--- config.mk ---
export PLATFORM = sky130hd
export DESIGN_NAME = hmac_sha256_setup_response_unit
export DESIGN_NICKNAME = d
export VERILOG_FILES = /design/src/hsr_pkg.sv /design/src/hsr_round.sv /design/src/hmac_sha256_setup_response_unit.sv
export VERILOG_INCLUDE_DIRS = /design/src /design/src/src
export SDC_FILE = /design/constraint.sdc
export NUM_CORES = 2
export LEC_CHECK = 0
export BUFFER_PORTS_ARGS = -buffer_cell sky130_fd_sc_hd__buf_2
export CORE_MARGIN = 2
export CORE_UTILIZATION = 33
export DETAILED_ROUTE_END_ITERATION = 10
export PLACE_DENSITY_LB_ADDON = 0.08
export SYNTH_ARGS = -nofsm -noshare
export SYNTH_HDL_FRONTEND = slang
export SYNTH_SLANG_ARGS = --single-unit
--- constraint.sdc ---
create_clock -name clk_i -period 17.3 [get_ports clk_i]
set_clock_uncertainty 0.1 [all_clocks]
set_input_delay 0.865 -clock clk_i [delete_from_list [all_inputs] [get_ports clk_i]]
set_output_delay 0.865 -clock clk_i [all_outputs]
set_load 0.005 [all_outputs]
--- src/hmac_sha256_setup_response_unit_assert.svh ---
// Assertion macros for the HMAC setup response unit.
// Included by the top level; no other dependencies.
`ifndef HMAC_SHA256_SETUP_RESPONSE_UNIT_ASSERT_SVH
`define HMAC_SHA256_SETUP_RESPONSE_UNIT_ASSERT_SVH
`define HSR_ASSERT_IMPL(lbl, ante, cons) \
  lbl: assert property (@(posedge clk_i) disable iff (!rst_ni) (ante) |-> (cons)) \
    else $error("hsr assertion failed");
`define HSR_ASSERT_NEXT(lbl, ante, cons) \
  lbl: assert property (@(posedge clk_i) disable iff (!rst_ni) (ante) |=> (cons)) \
    else $error("hsr assertion failed");
`endif

--- src/hsr_pkg.sv ---
// Package for the HMAC setup response unit: payload types and SHA-256 constants.
// No dependencies.
package hsr_pkg;
  typedef struct packed {
    logic [47:0] device_address;
    logic [63:0] challenge_upper;
    logic [63:0] challenge_lower;
  } req_t;

  typedef struct packed {
    logic [63:0] digest_word0;
    logic [63:0] digest_word1;
    logic [63:0] digest_word2;
    logic [63:0] digest_word3;
  } rsp_t;

  localparam logic [0:0] CfgKeyUpper = 1'b0;
  localparam logic [0:0] CfgKeyLower = 1'b1;

  localparam logic [255:0] HInit = {
    32'h6a09e667, 32'hbb67ae85, 32'h3c6ef372, 32'ha54ff53a,
    32'h510e527f, 32'h9b05688c, 32'h1f83d9ab, 32'h5be0cd19};

  function automatic logic [31:0] kround(input logic [5:0] i);
    logic [31:0] k [64];
    k = '{
      32'h428a2f98, 32'h71374491, 32'hb5c0fbcf, 32'he9b5dba5, 32'h3956c25b, 32'h59f111f1,
      32'h923f82a4, 32'hab1c5ed5, 32'hd807aa98, 32'h12835b01, 32'h243185be, 32'h550c7dc3,
      32'h72be5d74, 32'h80deb1fe, 32'h9bdc06a7, 32'hc19bf174, 32'he49b69c1, 32'hefbe4786,
      32'h0fc19dc6, 32'h240ca1cc, 32'h2de92c6f, 32'h4a7484aa, 32'h5cb0a9dc, 32'h76f988da,
      32'h983e5152, 32'ha831c66d, 32'hb00327c8, 32'hbf597fc7, 32'hc6e00bf3, 32'hd5a79147,
      32'h06ca6351, 32'h14292967, 32'h27b70a85, 32'h2e1b2138, 32'h4d2c6dfc, 32'h53380d13,
      32'h650a7354, 32'h766a0abb, 32'h81c2c92e, 32'h92722c85, 32'ha2bfe8a1, 32'ha81a664b,
      32'hc24b8b70, 32'hc76c51a3, 32'hd192e819, 32'hd6990624, 32'hf40e3585, 32'h106aa070,
      32'h19a4c116, 32'h1e376c08, 32'h2748774c, 32'h34b0bcb5, 32'h391c0cb3, 32'h4ed8aa4a,
      32'h5b9cca4f, 32'h682e6ff3, 32'h748f82ee, 32'h78a5636f, 32'h84c87814, 32'h8cc70208,
      32'h90befffa, 32'ha4506ceb, 32'hbef9a3f7, 32'hc67178f2};
    return k[i];
  endfunction
endpackage

--- src/hsr_round.sv ---
// One SHA-256 round and one message schedule step, shared by all four compressions.
// Depends on hsr_pkg.
module hsr_round (
  input  logic [255:0] st_i,
  input  logic [511:0] w_i,
  input  logic [5:0]   rnd_i,
  output logic [255:0] st_o,
  output logic [511:0] w_o
);
  logic [31:0] a, b, c, d, e, f, g, h, t1, t2, w0, w1, w9, w14, s0, s1;

  always_comb begin
    {a, b, c, d, e, f, g, h} = st_i;
    w0  = w_i[511:480];
    w1  = w_i[479:448];
    w9  = w_i[223:192];
    w14 = w_i[63:32];
    t1 = h + ({e[5:0], e[31:6]} ^ {e[10:0], e[31:11]} ^ {e[24:0], e[31:25]})
           + ((e & f) ^ (~e & g)) + hsr_pkg::kround(rnd_i) + w0;
    t2 = ({a[1:0], a[31:2]} ^ {a[12:0], a[31:13]} ^ {a[21:0], a[31:22]})
           + ((a & b) ^ (a & c) ^ (b & c));
    st_o = {t1 + t2, a, b, c, d + t1, e, f, g};
    s0 = {w1[6:0], w1[31:7]} ^ {w1[17:0], w1[31:18]} ^ {3'b0, w1[31:3]};
    s1 = {w14[16:0], w14[31:17]} ^ {w14[18:0], w14[31:19]} ^ {10'b0, w14[31:10]};
    w_o = {w_i[479:0], w0 + s0 + w9 + s1};
  end
endmodule

--- src/hmac_sha256_setup_response_unit.sv ---
// Top level of the HMAC-SHA256 setup response unit.
// Depends on hsr_pkg, hsr_round and hmac_sha256_setup_response_unit_assert.svh.
//
// channel | signals                            | handshake
// request | start_i, req_i, busy_o             | start_i && !busy_o
// result  | done_o, rsp_o                      | done_o, one cycle, no stall
// config  | cfg_valid_i, cfg_ready_o, cfg_*_i  | cfg_valid_i && cfg_ready_o
//
// An item runs four compressions, each of 64 rounds and one fold, from start to done.
// The single round unit hsr_round does one round per cycle.
// Reset clears control and key registers; results cannot be stalled.
`include "hmac_sha256_setup_response_unit_assert.svh"
module hmac_sha256_setup_response_unit (
  input  logic          clk_i,
  input  logic          rst_ni,
  input  logic          start_i,
  input  hsr_pkg::req_t req_i,
  output logic          busy_o,
  output logic          done_o,
  output hsr_pkg::rsp_t rsp_o,
  input  logic          cfg_valid_i,
  output logic          cfg_ready_o,
  input  logic [0:0]    cfg_index_i,
  input  logic [63:0]   cfg_data_i
);
  localparam logic [1:0] StIdle = 2'd0;
  localparam logic [1:0] StRound = 2'd1;
  localparam logic [1:0] StFold = 2'd2;

  logic [1:0]   state_q, state_d;
  logic [1:0]   blk_q, blk_d;
  logic [5:0]   rnd_q, rnd_d;
  logic [127:0] key_q;
  hsr_pkg::req_t req_q;
  logic [255:0] h_q, h_d, st_q, st_d, st_nx, inner_q, inner_d;
  logic [511:0] w_q, w_d, w_nx, blk_data;
  logic         done_q, done_d;
  logic [511:0] kpad;

  hsr_round u_round (.st_i(st_q), .w_i(w_q), .rnd_i(rnd_q), .st_o(st_nx), .w_o(w_nx));

  assign busy_o = (state_q != StIdle);
  assign cfg_ready_o = !busy_o && !start_i;
  assign done_o = done_q;
  assign rsp_o = hsr_pkg::rsp_t'(h_q);

  always_comb begin
    kpad = {key_q, 384'b0};
    case (blk_d)
      2'd0: blk_data = kpad ^ {64{8'h36}};
      2'd1: blk_data = {32'h52454700, req_q, 8'h80, 232'b0, 64'd720};
      2'd2: blk_data = kpad ^ {64{8'h5c}};
      default: blk_data = {inner_q, 8'h80, 184'b0, 64'd768};
    endcase
  end

  always_comb begin
    state_d = state_q; blk_d = blk_q; rnd_d = rnd_q; h_d = h_q;
    st_d = st_q; w_d = w_q; inner_d = inner_q; done_d = 1'b0;
    case (state_q)
      StIdle: begin
        if (start_i) begin
          blk_d = 2'd0; rnd_d = '0; h_d = hsr_pkg::HInit; st_d = hsr_pkg::HInit;
          state_d = StRound;
        end
      end
      StRound: begin
        st_d = st_nx; w_d = w_nx; rnd_d = rnd_q + 6'd1;
        if (rnd_q == 6'd63) state_d = StFold;
      end
      StFold: begin
        for (int i = 0; i < 8; i++) begin
          h_d[255-32*i -: 32] = h_q[255-32*i -: 32] + st_q[255-32*i -: 32];
        end
        st_d = h_d;
        if (blk_q == 2'd1) begin
          inner_d = h_d; h_d = hsr_pkg::HInit; st_d = hsr_pkg::HInit;
        end
        blk_d = blk_q + 2'd1;
        if (blk_q == 2'd3) begin
          state_d = StIdle; done_d = 1'b1;
        end else begin
          state_d = StRound;
        end
      end
      default: state_d = StIdle;
    endcase
    if (state_d == StRound && rnd_d == 6'd0) w_d = blk_data;
  end

  always_ff @(posedge clk_i or negedge rst_ni) begin
    if (!rst_ni) begin
      state_q <= StIdle; blk_q <= '0; rnd_q <= '0; done_q <= 1'b0; key_q <= '0;
    end else begin
      state_q <= state_d; blk_q <= blk_d; rnd_q <= rnd_d; done_q <= done_d;
      if (cfg_valid_i && cfg_ready_o) begin
        if (cfg_index_i == hsr_pkg::CfgKeyUpper) key_q[127:64] <= cfg_data_i;
        else key_q[63:0] <= cfg_data_i;
      end
    end
  end

  always_ff @(posedge clk_i) begin
    h_q <= h_d; st_q <= st_d; w_q <= w_d; inner_q <= inner_d;
    if (start_i && !busy_o) req_q <= req_i;
  end

  `HSR_ASSERT_NEXT(a_done_ends, done_o, !done_o)
  `HSR_ASSERT_IMPL(a_done_idle, done_o, state_q == StIdle)
  `HSR_ASSERT_NEXT(a_start_busy, start_i && !busy_o, busy_o && rnd_q == 6'd0)
  `HSR_ASSERT_IMPL(a_fold_wrap, state_q == StFold, rnd_q == 6'd0)
endmodule
### After elaboration in Yosys (flattened, before gate mapping)

Memories as Yosys holds them, arrays and structs flattened.
Cells that the tools add are included.

* bits in read-only memories: 2048
* bits of input ports: 245
* memories kept: 1
* bits in registers: 1595
* word-level logic and storage cells: 102

Memories
* (name not given): depth 64, width 32, read ports 1, clocked after Yosys merged registers in 0, wr ports 0, RTL line hsr_pkg.sv:38 `return k[i];`

* add/subtract/negate cells: 20
* bitwise logic cells: 21
* $lt $le $gt $ge: 1
* equality and inequality tests: 9
* reduce and logical (&&, ||, !) cells: 18
* mux-type cells: 19

Operators by type and width (number)
* $pmux W512 S3: 1
* $mux W512: 2
* $pmux W256 S3: 1
* $add A32 B32 Y32: 18
* $mux W256: 2
* $not A256 Y256: 2
* $pmux W256 S2: 1
* $xor A32 B32 Y32: 9
* $and A32 B32 Y32: 5
* $mux W32: 2
* $not A32 Y32: 1
* $xor A32 B22 Y32: 1
* $xor A32 B29 Y32: 1
* $pmux W6 S2: 1
* $reduce_and A2 Y1: 5
* $eq A2 B1 Y1 const B: 4
* $ge A7 B7 Y1 const B: 1
* $not A6 Y7: 1
* $add A6 B1 Y6 const B: 1
* $eq A2 B2 Y1 const B: 3
* $eq A6 B6 Y1 const B: 1
* $logic_not A6 Y1: 1
* $mux W2: 3
* $mux W6: 1
* 11 further kinds: 20

### Logic depth before layout (Yosys ltp)

* depth in word-level cells: 8
* mapped depth: 37
* mapped depth without buffers: 35

### Cells and area by module

A second synthesis with hierarchy kept.

* cell total of the unflattened synthesis: 8607
* area, all modules: 96034.6 um2

By module, submodules not included
* hmac_sha256_setup_response_unit: area an instance 74988.2 um2, times used 1, seq. area each 47200.3 um2, cells each 5891
* hsr_round: area an instance 21046.4 um2, times used 1, seq. area each 0.0 um2, cells each 2716

### Worst setup path before layout

OpenSTA, ideal clock, no wires.

* path kind: input port to flip-flop
* start point: input start_i
* end point: register w_q[0] (enable)
* arrival time: 17.696 ns
* setup time: 0.900 ns
* stages: 11
* slack: -1.396 ns
* buffers on the path: 5
* path through: and2_1 > a21oi_1 > a22o_1 > nor4_1 > nand4bb_1 > buf_2 > buf_2 > buf_2 > buf_2 > buf_2 > nand2_1

* cells in the longest elaborated chain, start to end: 5
* elaborated cells on any way between the ends: 8

Ends and longest elaborated chain
* start, declared: RTL line hmac_sha256_setup_response_unit.sv:16 `input logic start_i,`
* $mux W6: RTL line hmac_sha256_setup_response_unit.sv:62 `if (start_i) begin`
* $pmux W6 S2: RTL line hmac_sha256_setup_response_unit.sv:60 `case (state_q)`
* via rnd_d[1]: RTL line hmac_sha256_setup_response_unit.sv:32 `logic [5:0] rnd_q, rnd_d;`
* $logic_not A6 Y1: RTL line hmac_sha256_setup_response_unit.sv:88 `if (state_d == StRound && rnd_d == 6'd0) w_d = blk_data;`
* $logic_and A1 B1 Y1: RTL line hmac_sha256_setup_response_unit.sv:88
* $reduce_bool A2 Y1 (no line)
* end signal, assigned: RTL line hmac_sha256_setup_response_unit.sv:104 `h_q <= h_d; st_q <= st_d; w_q <= w_d; inner_q <= inner_d;`
* end, declared: RTL line hmac_sha256_setup_response_unit.sv:36 `logic [511:0] w_q, w_d, w_nx, blk_data;`

The timed path passes the listed nets, and every way through them passes these cells.
A chain may end at the register's enable or synchronous reset.

### Worst setup path after layout

* start point: register rnd_q[1]
* end point: register st_q[253], data pin

* cells in the longest elaborated chain, start to end: 8

Ends and longest elaborated chain
* start, declared: RTL line hmac_sha256_setup_response_unit.sv:32
* start signal, assigned: RTL line hmac_sha256_setup_response_unit.sv:95 `state_q <= state_d; blk_q <= blk_d; rnd_q <= rnd_d; done_q <= done_d;`
* $not A6 Y7 (implied by the code): RTL line hsr_pkg.sv:38
* $mem_v2 Z64 W32
* $mux W32 (implied by the code) (2 in series): RTL line hsr_pkg.sv:38
* $add A32 B32 Y32 (2 in series): RTL line hsr_round.sv:19 `+ ((e & f) ^ (~e & g)) + hsr_pkg::kround(rnd_i) + w0;`
* $add A32 B32 Y32: RTL line hsr_round.sv:22 `st_o = {t1 + t2, a, b, c, d + t1, e, f, g};`
* $pmux W256 S3: RTL line hmac_sha256_setup_response_unit.sv:60
* via st_d[253]: RTL line hmac_sha256_setup_response_unit.sv:35 `logic [255:0] h_q, h_d, st_q, st_d, st_nx, inner_q, inner_d;`
* end signal, assigned: RTL line hmac_sha256_setup_response_unit.sv:104
* end, declared: RTL line hmac_sha256_setup_response_unit.sv:35

The timed path passes the listed nets, and every way through them passes these cells. The select of a mux whose other input is x is not followed.

==> results.yml <==
status:
  outcome: "finished with violations"
  violations: "max-capacitance violations, max-slew violations"
final_layout:
  syn2layout_area_growth_pct: 14.9
  fin_util_pct: 38.1
  drive_above_1_share_pct: 13.4
  layout.nets: 9516
  final_cells: 12500
hold_path:
  holdCritPathClass: "in -> reg"
  whs_path_depth: 1
sta:
  tns_ns: 0
  setup_ws_ns: 6.18
  fin_crit_ns: 11.12
  finalSetupViolations: 0
  slew_headroom_pct: -1.65
  period_share_pct: 64.3
  hold_violations: 0
  slew_viol_final: 4
  rsz0062_at_grt: "false"
  tightest_slew_ns: 1.52
  timing.fmax_ghz: 0.0899
setup_path:
  critical_path_class: "reg -> reg"
  start_kind: "flip-flop"
  endpoint_kind: "flip-flop"
  required_ns: 17.85
  path_common_cell: "fa_1"
  path_max_fanout: 24
  r2r_cells: 31
  crit_slowest_cell: "ha_1"
  max_stage_delay_ns: 1.04
  cp.arrival_ns: 11.68
synthesis:
  yosys_most_used_dff: "edfxtp_1"
  synth_edf_count: 1456
  syn-instance-count: 8248
  synth_fp_nets: 9090
  syn_area_um2: 91800
  synth_area_per_cell_um2: 11.1
  yosysWarnings: 0
  synthArstFlopShare_pct: 8.71
  yosysUniqueCellTypes: 88
  synth_top_family_by_area: "compound AO/OA/AOI/OAI gates"
  synth_compound_area_share_pct: 15.5
  synthMuxAreaShare_pct: 3.25
  synth_xor_area_share_pct: 5.34
  ys_seq_area_share_pct: 51.4
  yosys.area_share.adder_pct: 9.95
  yosys.area_share.simple_pct: 10.9
  ys_ff_latch: 1595
cts:
  post_cts_resized: 0
  cts_root_buf: "clkbuf_16"
  cts_tree: "yes"
  insertion_delay_ns: 0.92
  numCtsBuffers: 197
  clock-sinks: 1595
  cts.path.max_buffers: 4
  htree_levels: 4
  clk_pin_slew_worst_paths_ns: 0.06
floorplanning:
  initial_core_util_pct: 33.2
  dieArea_um2: 282000
  coreArea_um2: 276000
  num_rows: 193
  die_width_um: 531
  die_h_um: 531
  io_pins: 504
grt:
  first_global_vias: 68500
  grt_usage_pct: 30.1
  grt_pass1_wl_um: 590000
  grt_antenna_before_repair: 72
  grt_max_degree: 164
  overflow: 0
detailed_routing:
  drtPass1Iterations: 6
  avgRoutedWirePerCell_um: 35.0
  wl_um: 439000
  drt_iter0_markers: 8769
  routed_via_density: 5.67
  num_vias: 71100
  ant_nets: 0
  drcViolationCount: 0
placement:
  gp_congestion: 0.938
  pre_cts_slack_ns: 6.39
  place_hpwl_um: 337000
  portBuffers: 503
  dp_cells: 12100
run:
  maxCapViolations: 1
## logic make-up after synthesis
kind of cell / after synthesis
AOI/OAI and AO/OA: 2215
DFF: 1595
xor gates and xnor gates: 556
adders and majority gates: 617
buffers and inverters: 873
and+or+nand+nor: 2121
muxes: 271
## per-stage QoR
step | instance area, um2 | hold slack [ns]
global placement | 98500 | 0.382
CTS | 105000 | 0.000292
floorplan | 91800 | 0.374
finish | 105000 | 0.0568
global route | 105000 | 0.0161
detailed placement | 98500 | 0.390
## layout by cell type (no fill, tap or decap), types with 42 or more instances in the layout
cell / count
a21o_1: 224
clkbuf_1: 43
edfxtp_1: 1456
buf_4: 118
a221o_1: 123
mux2_2: 156
a21oi_1: 672
a22oi_1: 44
and2_1: 162
mux2i_1: 109
nand2b_1: 158
o21ai_0: 536
nor2_1: 423
nand3_1: 104
nand2_1: 796
ha_1: 395
and3_1: 42
nor3_1: 114
a211oi_1: 76
xor2_1: 181
o21a_1: 86
fa_1: 195
xnor2_1: 370
clkbuf_16: 198
o31ai_1: 52
buf_2: 502
a31oi_1: 54
inv_1: 396
dlygate4sd3_1: 69
dfrtp_1: 136
nor2b_1: 134
## timing repair
| action | 4_1_cts | 5_1_grt |
|---|---|---|
| setup buffers | 0 | 0 |
| hold endpoints to repair | 137 | 0 |
| setup endpoints to repair | 0 | 0 |
| hold buffers | 69 | 0 |
## state kept, by name (all words and copies together), names as in the netlist
name	flops
inner_q	256
key_q	128
state_q	2
rsp_o	256
done_o	1
rnd_q	6
req_q	176
st_q	256
blk_q	2
w_q	512
## cell type report
| class | count | area (um2) |
|---|---|---|
| clock buffer | 252 | 5270 |
| antenna | 7 | 17.5 |
| fill | 27100 | 171000 |
| timing repair buffer | 698 | 4260 |
| tap | 3705 | 4640 |
| clock inverter | 105 | 998 |
| sequential | 1595 | 47200 |
| inverter | 402 | 1520 |
| multi-input combinational | 5780 | 41500 |
## routing by layer
metal  share of wire (%)  vias up  GRT usage (%)  wire [um]
li1                    -    30900              -          -
met3                 7.1      548           5.20      31100
met1                  44    36700           41.9     193000
met2                  45     2938           47.1     198000
met5               0.025        -              0        110
met4                 4.0       16           10.5      17500
## cells in the mapped netlist, drive strengths merged (40+ instances only)
master	number	area share, %
edfxtp	1456	48
nand2	800	3.3
a21oi	672	3.7
o21ai	543	3.0
nor2	429	1.8
clkbuf	421	1.7
ha	402	5.5
inv	400	1.6
xnor2	373	3.6
a21o	225	1.8
fa	195	4.3
xor2	181	1.7
and2	165	1.1
nand2b	159	1.1
mux2	156	1.9
dfrtp	139	3.8
nor2b	136	0.93
a221o	124	1.4
nor3	114	0.62
mux2i	109	1.2
nand3	105	0.57
o21a	86	0.70
a211oi	77	0.64
a31oi	54	0.37
o31ai	52	0.43
buf	50	0.23
a22oi	44	0.36
and3	42	0.29
o211ai	40	0.33
## worst max-delay path, delay by kind of cell (launching register included)
kind | cells | cell delay (ns)
xor gates and xnor gates | 2 | 0.41
adders and majority gates | 7 | 3.73
buffers and inverters | 4 | 1.09
and+or+nand+nor | 3 | 0.66
AOI/OAI and AO/OA | 15 | 4.56
DFF | 1 | 0.32
## final timing paths
check                          start         to  slack [ns]
max                         rnd_q[1]  st_q[253]        6.18
min in group asynchronous     rst_ni  key_q[20]        0.49
min                        req_i[90]  req_q[90]        0.06
min reg2reg                key_q[44]  key_q[44]        0.40
max in group asynchronous     rst_ni  key_q[87]       15.16
max reg2reg                 rnd_q[1]  st_q[253]        6.18
Power is left out: the tool's default activity adds up to more than one toggle a clock period on the data nets, which glitch-free logic cannot reach.
